--- src/keyboard_scancode_decoder_core_macros.svh ---
// Assertion macros for the keyboard scancode decoder.
// Each macro checks one implication on the rising clock edge, disabled in reset.
`ifndef KEYBOARD_SCANCODE_DECODER_CORE_MACROS_SVH
`define KEYBOARD_SCANCODE_DECODER_CORE_MACROS_SVH

`ifndef SYNTHESIS
// Same-cycle implication
`define KBD_ASSERT_IMP(label, clk, rst_n, ante, cons) \
  label: assert property (@(posedge clk) disable iff (!rst_n) (ante) |-> (cons)) \
    else $error("kbd: same-cycle check failed");
// Next-cycle implication
`define KBD_ASSERT_NXT(label, clk, rst_n, ante, cons) \
  label: assert property (@(posedge clk) disable iff (!rst_n) (ante) |=> (cons)) \
    else $error("kbd: next-cycle check failed");
`else
`define KBD_ASSERT_IMP(label, clk, rst_n, ante, cons)
`define KBD_ASSERT_NXT(label, clk, rst_n, ante, cons)
`endif

`endif

--- src/kbd_pkg.sv ---
`timescale 1ns / 1ps

package kbd_pkg;

  // Key map geometry
  localparam int KEY_COUNT  = 128;
  localparam int KEY_ADDR_W = $clog2(KEY_COUNT);

  // Fixed field widths
  localparam int CODE_W    = 7;
  localparam int OP_W      = 2;
  localparam int CFG_IDX_W = 2;
  localparam int MOD_COUNT = 4;

  // Item opcodes
  typedef enum logic [OP_W-1:0] {
    OP_EVENT = 2'd0,
    OP_POLL  = 2'd1,
    OP_TEST  = 2'd2
  } op_t;

  // Configuration register indexes (also modifier slots)
  localparam logic [CFG_IDX_W-1:0] CFG_ALT    = 2'd0;
  localparam logic [CFG_IDX_W-1:0] CFG_CTRL   = 2'd1;
  localparam logic [CFG_IDX_W-1:0] CFG_LSHIFT = 2'd2;
  localparam logic [CFG_IDX_W-1:0] CFG_RSHIFT = 2'd3;

  // Modifier scancodes after reset, slot 0 in the low bits
  localparam logic [MOD_COUNT-1:0][CODE_W-1:0] MOD_RESET = {7'd54, 7'd42, 7'd29, 7'd56};

  // Input item
  typedef struct packed {
    logic [OP_W-1:0]   op;
    logic [CODE_W-1:0] scancode;
    logic              pressed;
  } kbd_in_t;

  // Result item
  typedef struct packed {
    logic              key_valid;
    logic              is_char;
    logic [CODE_W-1:0] char_code;
    logic [CODE_W-1:0] key_code;
    logic              alt_held;
    logic              ctrl_held;
    logic              shift_held;
    logic              key_is_down;
  } kbd_out_t;

  // Held-map RAM access
  typedef struct packed {
    logic                  we;
    logic [KEY_ADDR_W-1:0] waddr;
    logic                  wdata;
    logic                  re;
    logic [KEY_ADDR_W-1:0] raddr;
  } kbd_ram_req_t;

  // Key state status toward the handshake logic
  typedef struct packed {
    logic clearing;
    logic refreshing;
  } kbd_status_t;

  // Translation tables, codes at or above TAB_DEPTH have no character
  localparam int TAB_DEPTH  = 64;
  localparam int TAB_ADDR_W = $clog2(TAB_DEPTH);

  localparam logic [CODE_W-1:0] PLAIN_TAB [TAB_DEPTH] = '{
    7'h00, 7'h00, 7'h31, 7'h32, 7'h33, 7'h34, 7'h35, 7'h36,
    7'h37, 7'h38, 7'h39, 7'h30, 7'h2D, 7'h3D, 7'h00, 7'h00,
    7'h71, 7'h77, 7'h65, 7'h72, 7'h74, 7'h79, 7'h75, 7'h69,
    7'h6F, 7'h70, 7'h5B, 7'h5D, 7'h00, 7'h00, 7'h61, 7'h73,
    7'h64, 7'h66, 7'h67, 7'h68, 7'h6A, 7'h6B, 7'h6C, 7'h3B,
    7'h27, 7'h5C, 7'h00, 7'h3C, 7'h7A, 7'h78, 7'h63, 7'h76,
    7'h62, 7'h6E, 7'h6D, 7'h2C, 7'h2E, 7'h2F, 7'h00, 7'h00,
    7'h00, 7'h20, 7'h00, 7'h00, 7'h00, 7'h00, 7'h00, 7'h00
  };

  localparam logic [CODE_W-1:0] SHIFT_TAB [TAB_DEPTH] = '{
    7'h00, 7'h00, 7'h21, 7'h40, 7'h23, 7'h24, 7'h25, 7'h5E,
    7'h26, 7'h2A, 7'h28, 7'h29, 7'h5F, 7'h2B, 7'h00, 7'h00,
    7'h51, 7'h57, 7'h45, 7'h52, 7'h54, 7'h59, 7'h55, 7'h49,
    7'h4F, 7'h50, 7'h7B, 7'h7D, 7'h00, 7'h00, 7'h41, 7'h53,
    7'h44, 7'h46, 7'h47, 7'h48, 7'h4A, 7'h4B, 7'h4C, 7'h3A,
    7'h22, 7'h7C, 7'h00, 7'h3E, 7'h5A, 7'h58, 7'h43, 7'h56,
    7'h42, 7'h4E, 7'h4D, 7'h3C, 7'h3E, 7'h3F, 7'h00, 7'h00,
    7'h00, 7'h20, 7'h00, 7'h00, 7'h00, 7'h00, 7'h00, 7'h00
  };

  // Look up the character for a key, zero when there is none
  function automatic logic [CODE_W-1:0] char_lookup(input logic [CODE_W-1:0] code,
                                                     input logic shift);
    logic [CODE_W-1:0] ch;
    ch = '0;
    if (code < CODE_W'(TAB_DEPTH)) begin
      ch = shift ? SHIFT_TAB[code[TAB_ADDR_W-1:0]] : PLAIN_TAB[code[TAB_ADDR_W-1:0]];
    end
    return ch;
  endfunction

  // True when a scancode has an entry in the key map
  function automatic logic key_in_range(input logic [CODE_W-1:0] code);
    return 32'(code) < 32'(KEY_COUNT);
  endfunction

  // Key map address of a scancode
  function automatic logic [KEY_ADDR_W-1:0] key_addr(input logic [CODE_W-1:0] code);
    return KEY_ADDR_W'(code);
  endfunction

endpackage

--- src/keyboard_scancode_decoder_core.sv ---
`timescale 1ns / 1ps
// A result passes through the map read (stage 1) and then the output register before it is valid.
// Throughput: one item per cycle while in_stall is low, set by the single read port of the held-map RAM.
// A configuration write stalls input while it is pending and while the modifier flag is reread.
// Reset: synchronous, active low; afterwards a clearing pass zeroes all KEY_COUNT (128) entries
// of the held map, during which in_stall is high; configuration writes are taken.
`include "keyboard_scancode_decoder_core_macros.svh"

module keyboard_scancode_decoder_core (
  input  logic                              clk,
  input  logic                              rst_n,
  input  logic                              in_valid,
  output logic                              in_stall,
  input  kbd_pkg::kbd_in_t                  in_data,
  output logic                              out_valid,
  input  logic                              out_stall,
  output kbd_pkg::kbd_out_t                 out_data,
  input  logic                              cfg_valid,
  output logic                              cfg_ready,
  input  logic [kbd_pkg::CFG_IDX_W-1:0]     cfg_index,
  input  logic [kbd_pkg::CODE_W-1:0]        cfg_data
);

  kbd_pkg::kbd_ram_req_t ram_req;
  kbd_pkg::kbd_out_t     poll_res;
  kbd_pkg::kbd_status_t  status;
  logic                  rd_bit;
  logic                  in_acc;
  logic                  cfg_we;
  logic                  advance;

  // Stage 1: item waiting for the map read
  logic                  s1_valid_r, s1_valid_nxt;
  kbd_pkg::kbd_out_t     s1_res_r, s1_res_nxt;
  logic                  s1_test_r, s1_test_nxt;

  // Output register
  logic                  out_valid_r, out_valid_nxt;
  kbd_pkg::kbd_out_t     out_data_r, out_data_nxt;

  // Terms for the checks below
  logic                  poll_rep;
  logic                  out_char;
  logic                  char_clean;

  // Handshakes
  assign advance   = !out_valid_r || !out_stall;
  assign cfg_ready = !s1_valid_r && !status.refreshing;
  assign cfg_we    = cfg_valid && cfg_ready;
  assign in_stall  = status.clearing || status.refreshing || cfg_valid ||
                     (s1_valid_r && !advance);
  assign in_acc    = in_valid && !in_stall;
  assign out_valid = out_valid_r;
  assign out_data  = out_data_r;

  kbd_key_state u_state (
    .clk      (clk),
    .rst_n    (rst_n),
    .acc      (in_acc),
    .item     (in_data),
    .cfg_we   (cfg_we),
    .cfg_idx  (cfg_index),
    .cfg_val  (cfg_data),
    .rd_bit   (rd_bit),
    .ram_req  (ram_req),
    .poll_res (poll_res),
    .status   (status)
  );

  kbd_ram #(
    .WIDTH (1),
    .DEPTH (kbd_pkg::KEY_COUNT)
  ) u_held_map (
    .clk   (clk),
    .we    (ram_req.we),
    .waddr (ram_req.waddr),
    .wdata (ram_req.wdata),
    .re    (ram_req.re),
    .raddr (ram_req.raddr),
    .rdata (rd_bit)
  );

  // Load stage 1 on accept, drop it when it moves on
  always_comb begin
    s1_valid_nxt = s1_valid_r;
    s1_res_nxt   = s1_res_r;
    s1_test_nxt  = s1_test_r;
    if (in_acc) begin
      s1_valid_nxt = 1'b1;
      s1_res_nxt   = (in_data.op == kbd_pkg::OP_POLL) ? poll_res : '0;
      s1_test_nxt  = (in_data.op == kbd_pkg::OP_TEST) &&
                     kbd_pkg::key_in_range(in_data.scancode);
    end else if (advance) begin
      s1_valid_nxt = 1'b0;
    end
  end

  // Merge the key test answer into the result and hold it while stalled
  always_comb begin
    out_valid_nxt = out_valid_r;
    out_data_nxt  = out_data_r;
    if (advance) begin
      out_valid_nxt            = s1_valid_r;
      out_data_nxt             = s1_res_r;
      out_data_nxt.key_is_down = s1_test_r && rd_bit;
    end
  end

  always_ff @(posedge clk) begin
    if (!rst_n) begin
      s1_valid_r  <= 1'b0;
      out_valid_r <= 1'b0;
    end else begin
      s1_valid_r  <= s1_valid_nxt;
      out_valid_r <= out_valid_nxt;
    end
  end

  always_ff @(posedge clk) begin
    s1_res_r   <= s1_res_nxt;
    s1_test_r  <= s1_test_nxt;
    out_data_r <= out_data_nxt;
  end

  assign poll_rep   = in_acc && (in_data.op == kbd_pkg::OP_POLL) && poll_res.key_valid;
  assign out_char   = out_valid_r && out_data_r.is_char;
  assign char_clean = out_data_r.key_valid && !out_data_r.alt_held && !out_data_r.ctrl_held;

  `KBD_ASSERT_NXT(a_cfg_refresh_stall, clk, rst_n, cfg_valid && cfg_ready, !in_acc)
  `KBD_ASSERT_NXT(a_poll_once, clk, rst_n, poll_rep, !poll_res.key_valid)
  `KBD_ASSERT_NXT(a_rdata_hold, clk, rst_n, s1_valid_r && !advance, $stable(rd_bit))
  `KBD_ASSERT_IMP(a_char_no_mods, clk, rst_n, out_char, char_clean)

endmodule

--- src/kbd_ram.sv ---
`timescale 1ns / 1ps

module kbd_ram #(
  parameter int WIDTH = 1,
  parameter int DEPTH = 128
) (
  input  logic                     clk,
  input  logic                     we,
  input  logic [$clog2(DEPTH)-1:0] waddr,
  input  logic [WIDTH-1:0]         wdata,
  input  logic                     re,
  input  logic [$clog2(DEPTH)-1:0] raddr,
  output logic [WIDTH-1:0]         rdata
);

  logic [WIDTH-1:0] mem [DEPTH];

  // Write port, registered read with old data on a same-address write
  always_ff @(posedge clk) begin
    if (we) begin
      mem[waddr] <= wdata;
    end
    if (re) begin
      rdata <= mem[raddr];
    end
  end

endmodule

--- src/kbd_key_state.sv ---
`timescale 1ns / 1ps

module kbd_key_state (
  input  logic                                clk,
  input  logic                                rst_n,
  input  logic                                acc,
  input  kbd_pkg::kbd_in_t                    item,
  input  logic                                cfg_we,
  input  logic [kbd_pkg::CFG_IDX_W-1:0]       cfg_idx,
  input  logic [kbd_pkg::CODE_W-1:0]          cfg_val,
  input  logic                                rd_bit,
  output kbd_pkg::kbd_ram_req_t               ram_req,
  output kbd_pkg::kbd_out_t                   poll_res,
  output kbd_pkg::kbd_status_t                status
);

  // Held-map clearing pass
  logic                              clr_busy_r, clr_busy_nxt;
  logic [kbd_pkg::KEY_ADDR_W-1:0]    clr_idx_r, clr_idx_nxt;

  // Modifier scancodes and their held flags
  logic [kbd_pkg::MOD_COUNT-1:0][kbd_pkg::CODE_W-1:0] mod_code_r, mod_code_nxt;
  logic [kbd_pkg::MOD_COUNT-1:0]                      mod_held_r, mod_held_nxt;

  // Last pressed key
  logic [kbd_pkg::CODE_W-1:0] last_code_r, last_code_nxt;
  logic                       last_valid_r, last_valid_nxt;
  logic                       last_held_r, last_held_nxt;
  logic                       last_rep_r, last_rep_nxt;

  // Modifier refresh read after a configuration write
  logic                              ref_r, ref_nxt;
  logic [kbd_pkg::CFG_IDX_W-1:0]     ref_idx_r, ref_idx_nxt;
  logic                              ref_zero_r, ref_zero_nxt;

  logic                       ev;
  logic                       is_poll;
  logic                       rep;
  logic                       alt;
  logic                       ctrl;
  logic                       shift;
  logic [kbd_pkg::CODE_W-1:0] ch;
  logic                       give_char;

  assign ev      = acc && (item.op == kbd_pkg::OP_EVENT) && kbd_pkg::key_in_range(item.scancode);
  assign is_poll = acc && (item.op == kbd_pkg::OP_POLL);

  // Status toward the handshake
  assign status.clearing   = clr_busy_r;
  assign status.refreshing = ref_r;

  // Drive the held-map RAM: clear sweep first, then events
  always_comb begin
    ram_req = '0;
    if (clr_busy_r) begin
      ram_req.we    = 1'b1;
      ram_req.waddr = clr_idx_r;
      ram_req.wdata = 1'b0;
    end else begin
      ram_req.we    = ev;
      ram_req.waddr = kbd_pkg::key_addr(item.scancode);
      ram_req.wdata = item.pressed;
    end
    ram_req.re    = acc || cfg_we;
    ram_req.raddr = cfg_we ? kbd_pkg::key_addr(cfg_val) : kbd_pkg::key_addr(item.scancode);
  end

  // Build the poll report from the last key and modifier flags
  assign rep       = last_valid_r && last_held_r && !last_rep_r;
  assign alt       = mod_held_r[kbd_pkg::CFG_ALT];
  assign ctrl      = mod_held_r[kbd_pkg::CFG_CTRL];
  assign shift     = mod_held_r[kbd_pkg::CFG_LSHIFT] || mod_held_r[kbd_pkg::CFG_RSHIFT];
  assign ch        = kbd_pkg::char_lookup(last_code_r, shift);
  assign give_char = !alt && !ctrl && (last_code_r != '0) && (ch != '0);

  always_comb begin
    poll_res = '0;
    if (rep) begin
      poll_res.key_valid = 1'b1;
      if (give_char) begin
        poll_res.is_char   = 1'b1;
        poll_res.char_code = ch;
      end else begin
        poll_res.key_code   = last_code_r;
        poll_res.alt_held   = alt;
        poll_res.ctrl_held  = ctrl;
        poll_res.shift_held = shift;
      end
    end
  end

  // Advance the clearing pass
  always_comb begin
    clr_busy_nxt = clr_busy_r;
    clr_idx_nxt  = clr_idx_r;
    if (clr_busy_r) begin
      clr_idx_nxt = clr_idx_r + kbd_pkg::KEY_ADDR_W'(1);
      if (clr_idx_r == kbd_pkg::KEY_ADDR_W'(kbd_pkg::KEY_COUNT - 1)) begin
        clr_busy_nxt = 1'b0;
      end
    end
  end

  // Track the last pressed key and whether it was reported
  always_comb begin
    last_code_nxt  = last_code_r;
    last_valid_nxt = last_valid_r;
    last_held_nxt  = last_held_r;
    last_rep_nxt   = last_rep_r;
    if (ev && item.pressed) begin
      last_code_nxt  = item.scancode;
      last_valid_nxt = 1'b1;
      last_held_nxt  = 1'b1;
      last_rep_nxt   = 1'b0;
    end else if (ev && (item.scancode == last_code_r)) begin
      last_held_nxt = 1'b0;
    end
    if (is_poll && rep) begin
      last_rep_nxt = 1'b1;
    end
  end

  // Update modifier codes and flags, refresh a flag from the map after a write
  always_comb begin
    mod_code_nxt = mod_code_r;
    mod_held_nxt = mod_held_r;
    ref_nxt      = cfg_we;
    ref_idx_nxt  = cfg_idx;
    ref_zero_nxt = clr_busy_r || !kbd_pkg::key_in_range(cfg_val);
    for (int i = 0; i < kbd_pkg::MOD_COUNT; i++) begin
      if (ev && (item.scancode == mod_code_r[i])) begin
        mod_held_nxt[i] = item.pressed;
      end
    end
    if (ref_r) begin
      mod_held_nxt[ref_idx_r] = !ref_zero_r && rd_bit;
    end
    if (cfg_we) begin
      mod_code_nxt[cfg_idx] = cfg_val;
    end
  end

  always_ff @(posedge clk) begin
    if (!rst_n) begin
      clr_busy_r   <= 1'b1;
      clr_idx_r    <= '0;
      mod_code_r   <= kbd_pkg::MOD_RESET;
      mod_held_r   <= '0;
      last_code_r  <= '0;
      last_valid_r <= 1'b0;
      last_held_r  <= 1'b0;
      last_rep_r   <= 1'b0;
      ref_r        <= 1'b0;
      ref_idx_r    <= '0;
      ref_zero_r   <= 1'b0;
    end else begin
      clr_busy_r   <= clr_busy_nxt;
      clr_idx_r    <= clr_idx_nxt;
      mod_code_r   <= mod_code_nxt;
      mod_held_r   <= mod_held_nxt;
      last_code_r  <= last_code_nxt;
      last_valid_r <= last_valid_nxt;
      last_held_r  <= last_held_nxt;
      last_rep_r   <= last_rep_nxt;
      ref_r        <= ref_nxt;
      ref_idx_r    <= ref_idx_nxt;
      ref_zero_r   <= ref_zero_nxt;
    end
  end

endmodule

--- config.mk ---
export PLATFORM = sky130hd
export DESIGN_NAME = keyboard_scancode_decoder_core
export DESIGN_NICKNAME = d
export VERILOG_FILES = /design/src/kbd_pkg.sv /design/src/keyboard_scancode_decoder_core.sv /design/src/kbd_ram.sv /design/src/kbd_key_state.sv
export VERILOG_INCLUDE_DIRS = /design/src /design/src/src
export SDC_FILE = /design/constraint.sdc
export NUM_CORES = 1
export LEC_CHECK = 0
export BUFFER_PORTS_ARGS = -buffer_cell sky130_fd_sc_hd__buf_2
export CORE_MARGIN = 2
export CORE_UTILIZATION = 45
export DETAILED_ROUTE_END_ITERATION = 7
export PLACE_DENSITY_LB_ADDON = 0.25
export SLEW_MARGIN = 20
export SYNTH_ARGS = -nofsm -noshare
export SYNTH_HDL_FRONTEND = slang
export SYNTH_HIERARCHICAL = 1
export SYNTH_SLANG_ARGS = --single-unit
--- constraint.sdc ---
create_clock -name clk -period 10.9 [get_ports clk]
set_clock_uncertainty 0.15 [all_clocks]
set_input_delay 0.545 -clock clk [delete_from_list [all_inputs] [get_ports clk]]
set_output_delay 0.545 -clock clk [all_outputs]
set_load 0.05 [all_outputs]
### Word-level counts from Yosys, hierarchy flattened

Memories as Yosys holds them, arrays and structs flattened. A register that Yosys moved wholly into a read port is not among the register bits.
Index checks and enable logic that the tools add are counted.
Widths: inputs -> output; s select.

| word-level totals | value |
|---|---|
| bits of input ports | 24 |
| memories kept | 3 |
| word-level logic and storage cells | 132 |
| bits in registers | 96 |
| memory bits (read-only) | 896 |
| bits in writable memories | 128 |
| output and inout bits | 23 |

| operators by class | value |
|---|---|
| equal/unequal tests | 8 |
| $lt $le $gt $ge | 6 |
| reduce and logical (&&, ||, !) cells | 47 |
| muxes and demuxes | 32 |
| $add $sub $neg | 1 |
| bitwise gates (word level) | 3 |

Memories:

| name | words | width | read ports | clocked after memory_dff | write ports | RTL line | RTL |
|---|---|---|---|---|---|---|---|
| (name not given) | 64 | 7 | 1 | 0 | 0 | kbd_pkg.sv:97 | `ch = shift ? SHIFT_TAB[code[TAB_ADDR_W-1:0]] : PLAIN_TAB[code[TAB_ADDR_W-1:0]];` |
| (name not given) | 64 | 7 | 1 | 0 | 0 | kbd_pkg.sv:97 |  |
| u_held_map.mem | 128 | 1 | 1 | 1 | 1 | kbd_ram.sv:16 | `logic [WIDTH-1:0] mem [DEPTH];` |

Operator list:

| operator | number |
|---|---|
| $mux 7 | 8 |
| $eq 7x7->1 | 5 |
| $bwmux 28 | 1 |
| $logic_and 1x1->1 | 22 |
| $mux 19 | 1 |
| $mux 1 | 15 |
| $demux 7 s2 | 1 |
| $reduce_bool 7->1 | 2 |
| $logic_not 1->1 | 10 |
| $mux 10 | 1 |
| $mux 9 | 1 |
| $mux 8 | 1 |
| $add 7x1->7 const B | 1 |
| $eq 7x7->1 const B | 1 |
| $ge 7x7->1 const B | 1 |
| $lt 7x7->1 const B | 1 |
| $not 6->7 | 1 |
| $logic_or 1x1->1 | 6 |
| $lt 2x3->1 const B | 2 |
| $reduce_bool 2->1 | 3 |
| $bwmux 4 | 1 |
| $ge 2x1->1 const B | 2 |
| $mux 4 | 1 |
| $reduce_and 3->1 | 1 |
| other kinds (7) | 8 |

### Depth between registers and ports, before layout

Gate-level depths: netlist of run 1.

| depth | value |
|---|---|
| word-level depth | 12 |
| depth in mapped cells | 13 |
| gate-level depth less buffers | 10 |

### Cells and area by module

The synthesis of run 1 kept the hierarchy.

By module, submodules not included:

| module | seq. area each (um2) | cells each | instances | area an instance (um2) |
|---|---|---|---|---|
| kbd_ram | 3873.7 | 395 | 1 | 5729.2 |
| kbd_key_state | 1081.0 | 514 | 1 | 4062.6 |
| keyboard_scancode_decoder_core | 1241.2 | 76 | 1 | 1447.6 |

### Worst setup path before layout of run 1

Ideal clock, no wire load.

| timing | value |
|---|---|
| path type | reg2reg |
| start | reg u_state.clr_busy_r |
| end | mem u_held_map.mem[0] (data pin) |
| data required time | 9954 ps |
| cell stages (with the launch flop) | 4 |
| arrival | 3714 ps |
| period minus slack after synthesis | 4660 ps |
| slack | 6240 ps |
| path buffers | 2 |
| setup time | 796 ps |
| path through | dfxtp_1 > clkbuf_1 > clkbuf_1 > nor2_1 |

RTL lines:

| element | RTL line | RTL |
|---|---|---|
| start: declaration | kbd_key_state.sv:18 | `logic clr_busy_r, clr_busy_nxt;` |
| start signal: assignment | kbd_key_state.sv:157 | `clr_busy_r <= clr_busy_nxt;` |
| end: declaration | kbd_ram.sv:16 |  |

==> results of run 1 <==
## registers in the layout, indices dropped and copies added, names as in the netlist
register              flops
s1_valid_r                1
u_state/mod_code_r       28
out_valid                 1
u_held_map/mem          128
s1_res_r                 19
out_data                 20
s1_test_r                 1
u_state/ref_r             1
u_state/clr_idx_r         7
u_state/mod_held_r        4
u_state/last_held_r       1
u_state/last_code_r       7
u_state/ref_idx_r         2
u_state/ref_zero_r        1
u_state/last_valid_r      1
u_held_map/rdata          1
u_state/last_rep_r        1
u_state/clr_busy_r        1
## per-layer routing
layer  vias to the layer above  wire, um  track usage
met5                         -         0            0
met1                      3653     11600        0.276
met4                         0       476       0.0451
met2                       241     11600        0.306
met3                        37      1470       0.0273
li1                       3576         -            -
## final cells by class
type,instances,area share
Clock buffer,31,0.0526
Clock inverter,10,0.00599
Inverter,9,0.00274
Multi-Input combinational cell,680,0.378
Sequential cell,225,0.503
Tap cell,324,0.0329
Timing Repair Buffer,53,0.0243
## through the flow
| stage | setup slack (ns) | power (mW) | utilization | instance area (um2) | hold WS [ns] |
|---|---|---|---|---|---|
| after floorplan | 6.24 | 1.03 | - | 11200 | 0.250 |
| after global placement | 6.74 | 1.06 | 0.474 | 11600 | 0.257 |
| after detailed placement | 6.53 | 1.06 | 0.474 | 11600 | 0.255 |
| after CTS | 6.59 | 1.81 | 0.504 | 12300 | 0.165 |
| after global routing | 6.34 | 1.86 | 0.505 | 12300 | 0.186 |
| final | 6.61 | 1.80 | 0.505 | 12300 | 0.169 |
## where the power goes
group          switching (mW)  internal, mW  total, mW
Clock                   0.316         0.440      0.756
Combinational          0.0757        0.0483      0.124
Sequential            0.00546         0.918      0.923
## placed cells by master, fill, tap and decap left out, types with 3 or more instances in the layout
cell type	instances
edfxtp_1	169
nor2_1	156
nand2_1	100
dfxtp_1	56
buf_2	46
and2_1	34
xor2_1	31
nand3_1	30
mux4_2	27
clkbuf_16	25
nor2b_1	24
mux2i_1	21
nor3_1	20
a21oi_1	20
o21ai_0	20
a21boi_0	20
mux2_2	15
nand4_1	14
ha_1	13
xnor2_1	11
and3_1	10
nor4_1	9
inv_1	8
nand2b_1	8
or2_2	7
mux4_1	7
clkinv_1	6
clkbuf_1	6
a31oi_1	6
nand3b_1	6
o211ai_1	5
buf_4	5
a311oi_1	4
and3b_1	3
nand4b_1	3
a221oi_1	3
nor3b_1	3
a211oi_1	3
or3_1	3
## worst max-delay path: cells and delay by family, from the launching register on
family	cells	cell delay (ns)
flip-flops	1	0.54
AND/OR/NAND/NOR	8	3.28
## path summary, 6_finish.rpt
path         slack, ns  cells after the start                           from                            to
min reg2reg       0.27                      0     s1_res_r[11]$_SDFFCE_PP0P_        out_data[11]$_DFFE_PP_
min               0.17                      3                      cfg_valid       s1_valid_r$_SDFFE_PN0P_
max               6.61                      8  u_state/clr_busy_r$_SDFF_PN1_  u_held_map/mem[94]$_DFFE_PP_
max reg2reg       6.61                      8  u_state/clr_busy_r$_SDFF_PN1_  u_held_map/mem[94]$_DFFE_PP_
==> metrics, run 1 <==
run status finished, final reports clean; WP data arrival 4.35 ns; Area Overhead vs Synth 9.69%; crit end category register; measured slew at the worst slew-check pin 0.938 ns; Slew Viols, Final 0; Port-buffer cells between 40 and 50; Final ANT Viol Nets 0; Clock Sinks 225; Fillers ~2200; Iteration-0 DRC Markers 770; largest net degree at the start of global routing between 100 and 150; die area between 0.02 and 0.03 mm2; startpoint types register; postcts setup bufs 0; RePlAce Congestion about 0.85; Achievable Freq 233 MHz; H-tree levels 1; number of gates resized after cts 0; clock latency on the worst-skew pair between 0.5 and 0.6 ns; DRT Pass-1 Iters 5; core area approximately 0.024 mm2; post-synth net total 1020; final setup violation count 0; Slowest-stage cell, CP and3_1; RSZ-0062 raised after global routing false; final cell count without fillers 1332; drt drc 0; Syn Area/Cell between 10 and 15 um2; GRT Residual Overflow 0; Die H about 160 um; GR Util All Layers 0.191; Via Count roughly 7500; clk root buf clkbuf_16; Hold WC Path Type input port to register; crit-path cells nor3_1, and3_1, nand2b_1, nor2_1, or2_2, nor2b_1, nand3_1, nor2_1; vias in the first global route between 7000 and 8000; routed len/inst 18.9 um; chip width ~160 um; area taken by multi-input logic gates between 0.004 and 0.005 mm2; Routed WL around 25000 um; Rows 57; worst-path fanout max 22; register area 0.00620 mm2; Pleak 4.24 nW; share of layout cells above drive strength 1 0.142; detailed placement HPWL around 16000 um; clk buf depth 3; layout net count between 1000 and 1500; CTS tree done; Mapped Area about 0.011 mm2; Setup TNS 0 ns; initial antenna violation count 0; max cap viols 0; Tmin final 4.29 ns; peak supply drop 0.000129 V; PD cells roughly 150 mW/mm2; clk slew on worst S/H paths ~0.060 ns; CP dominant cell by count nor2_1; Syn Inst Count 983; WP data required ~11 ns; Final period util 0.393; Vias/cell between 5 and 6; type of the worst setup path register to register; Ports 47; Rel. slew slack 0.373; total CTS buffers 24; Inst Count DP around 1300; Hold Buf Count CTS 0; Synth warnings 6; ant diodes 0; starting density of the core 0.460; final hold viol count 0; CP max stage delay 0.81 ns; first-pass GRT wire length slightly below 40000 um
Power figures use the tool's default switching activity.
==> inputs of run 2 (changes only) <==
- clock period: 10.9 -> 4.09 ns (I/O delays scaled with it)
==> metrics, run 2 (same netlist as run 1, synthesis figures left out) <==
register area 0.00620 mm2 (unchanged); chip width 162 um (unchanged); detailed placement HPWL 16100 um (was 15800 um); WP buf/inv 0 (unchanged); die area 0.0262 mm2 (unchanged); Rel. slew slack 0.376 (was 0.373); Clock Power Share 0.463 (was 0.419); share of layout cells above drive strength 1 0.157 (was 0.142); H-tree levels 1 (unchanged); GR Util All Layers 0.199 (was 0.191); sw frac 0.216 (was 0.220); max cap viols 0 (unchanged); start point of the critical path u_state/ref_r$_SDFF_PN0_ (was u_state/clr_busy_r$_SDFF_PN1_); peak supply drop 0.000254 V (was 0.000129 V); Slew Viols, Final 0 (unchanged); Setup TNS 0 ns (unchanged); final setup violation count 0 (unchanged); Pleak 4.41 nW (was 4.24 nW); reg2reg start u_state/ref_r$_SDFF_PN0_ (was u_state/clr_busy_r$_SDFF_PN1_); startpoint types register (unchanged); Iteration-0 DRC Markers 739 (was 770); Rows 57 (unchanged); switching pwr 1.13 mW (was 0.397 mW); WP data arrival 3.49 ns (was 4.35 ns); number of gates resized after cts 0 (unchanged); Hold WC Path Type input port to register (unchanged); WP data required 4.20 ns (was 10.96 ns); initial antenna violation count 0 (unchanged); vias in the first global route 7508 (was 7128); DRT Pass-1 Iters 5 (unchanged); Achievable Freq 296 MHz (was 233 MHz); P_int 4.09 mW (was 1.41 mW); routed len/inst 18.8 um (was 18.9 um); last element of the critical path u_held_map/rdata$_DFFE_PP_ (was u_held_map/mem[94]$_DFFE_PP_); area taken by multi-input logic gates 0.00466 mm2 (unchanged); CP dominant cell by count mux4_2 (was nor2_1); starting density of the core 0.460 (unchanged); Worst R2R Path Depth 8 (unchanged); ant diodes 0 (unchanged); Ports 47 (unchanged); drt drc 0 (unchanged); Sequential Power Share 0.471 (was 0.512); RePlAce Congestion 0.836 (was 0.853); Fillers 2167 (was 2249); CP max stage delay 0.79 ns (was 0.81 ns); Routed WL 25700 um (was 25200 um); Reg with most FFs u_held_map/mem (unchanged); type of the worst setup path register to register (unchanged); postcts setup bufs 0 (unchanged); RSZ-0062 raised after global routing false (unchanged); layout net count 1063 (was 1030); clock latency on the worst-skew pair 0.53 ns (was 0.52 ns); measured slew at the worst slew-check pin 0.933 ns (was 0.938 ns); CTS tree done (unchanged); Vias/cell 5.60 (was 5.64); largest net degree at the start of global routing 129 (unchanged); worst-case hold slack 0.0358 ns (was 0.169 ns); crit-path cells nor2_1, and2_2, mux2_2, mux4_2, mux4_2, and3b_1, a31oi_1, nand4_1 (was nor3_1, and3_1, nand2b_1, nor2_1, or2_2, nor2b_1, nand3_1, nor2_1); Reg2Reg Setup Slack 0.72 ns (was 6.61 ns); first-pass GRT wire length 41000 um (was 39600 um); Comb pwr share 0.065 (was 0.069); final hold viol count 0 (unchanged); max reg flops 128 (unchanged); Port-buffer cells 46 (unchanged); Clock Sinks 225 (unchanged); clk buf depth 3 (unchanged); Final ANT Viol Nets 0 (unchanged); CP top delay family multiplexers (was simple AND/OR/NAND/NOR gates); GRT Residual Overflow 0 (unchanged); worst-path fanout max 30 (was 22); CP Depth 8 (unchanged); clk slew on worst S/H paths 0.06 ns (about the same); PD cells 409 mW/mm2 (was 146 mW/mm2); Via Count 7667 (was 7507); clk root buf clkbuf_16 (unchanged); crit end category register (unchanged); Hold Buf Count CTS 22 (was 0); run status finished, final reports clean (unchanged); core area 0.0244 mm2 (unchanged); commonest non-fill, non-tap cells in the layout edfxtp_1 (169), nor2_1 (156), nand2_1 (100) (unchanged); total CTS buffers 25 (was 24); Tmin final 3.37 ns (was 4.29 ns); Final period util 0.825 (was 0.393); Die H 162 um (unchanged); Slowest-stage cell, CP mux2_2 (was and3_1); R2R Path End u_held_map/rdata$_DFFE_PP_ (was u_held_map/mem[94]$_DFFE_PP_); Area Overhead vs Synth 13.7% (was 9.69%); most common cell after layout, fill and taps aside edfxtp_1 (unchanged)
run 2: cell types whose count changed in the layout (fill, tap and decap cells not counted), sizes merged:
cell / change
dlygate4sd3: +22
buf: +10
bufinv: +5
clkbuf: -4
inv: +2
clkinv: +1
clkinvlp: +1
run 2: worst min-delay path by stage:
stage | from | end | slack [ns] | cells after the start
floorplan | cfg_index[0] | u_state/ref_idx_r[0]$_SDFF_PN0_ | 0.18 | 1
global route | in_data[0] | u_state/last_held_r$_SDFFE_PN0P_ | 0.05 | 3
global placement | s1_res_r[19]$_SDFFCE_PP0P_ | out_data[19]$_DFFE_PP_ | 0.25 | 0
CTS | in_data[0] | u_state/last_code_r[6]$_SDFFE_PN0P_ | 0.02 | 4
detailed placement | s1_res_r[10]$_SDFFCE_PP0P_ | out_data[10]$_DFFE_PP_ | 0.26 | 0
finish | in_data[0] | u_state/last_code_r[6]$_SDFFE_PN0P_ | 0.04 | 4
run 2: cell type report:
cell class / count / area share
clock buffer: 27 / 0.0496
clock inverter: 19 / 0.0203
inverter: 9 / 0.00265
multi-input combinational: 680 / 0.365
sequential: 225 / 0.485
tap: 324 / 0.0317
timing repair buffer: 85 / 0.0456
run 2: worst register-to-register path, cell delays in order (launching register included):
cell and delay, ns:
dfxtp_1 0.43, nor2_1 0.07, and2_2 0.30, mux2_2 0.80, mux4_2 0.40, mux4_2 0.48
and3b_1 0.19, a31oi_1 0.18, nand4_1 0.11
run 2: power by group through the flow:
stage | Clock [mW] | Sequential (mW) | Combinational (mW)
2_1_floorplan | 0 | 2.51 | 0.236
5_1_grt | 2.56 | 2.46 | 0.371
3_3_place_gp | 0 | 2.51 | 0.323
4_1_cts | 2.46 | 2.46 | 0.343
3_5_place_dp | 0 | 2.51 | 0.326
6_report | 2.42 | 2.46 | 0.342
run 2: metal layers:
layer / vias up / track usage / share of wire
li1: 3657 / - / -
met1: 3733 / 0.280 / 0.45
met2: 228 / 0.322 / 0.47
met3: 49 / 0.0286 / 0.056
met4: 0 / 0.0619 / 0.024
met5: - / 0 / 0
run 2: through the flow:
| step | cell area, um2 | worst slack, ns | std cells | util | power (mW) |
|---|---|---|---|---|---|
| 3_5_place_dp | 11700 | 0.740 | 1301 | 0.478 | 2.84 |
| 5_1_grt | 12800 | 0.521 | 1369 | 0.524 | 5.39 |
| 6_report | 12800 | 0.715 | 1369 | 0.524 | 5.22 |
| 4_1_cts | 12800 | 0.715 | 1369 | 0.523 | 5.26 |
| 2_1_floorplan | 11200 | 0.176 | 983 | - | 2.74 |
| 3_3_place_gp | 11700 | 0.774 | 1301 | 0.478 | 2.83 |
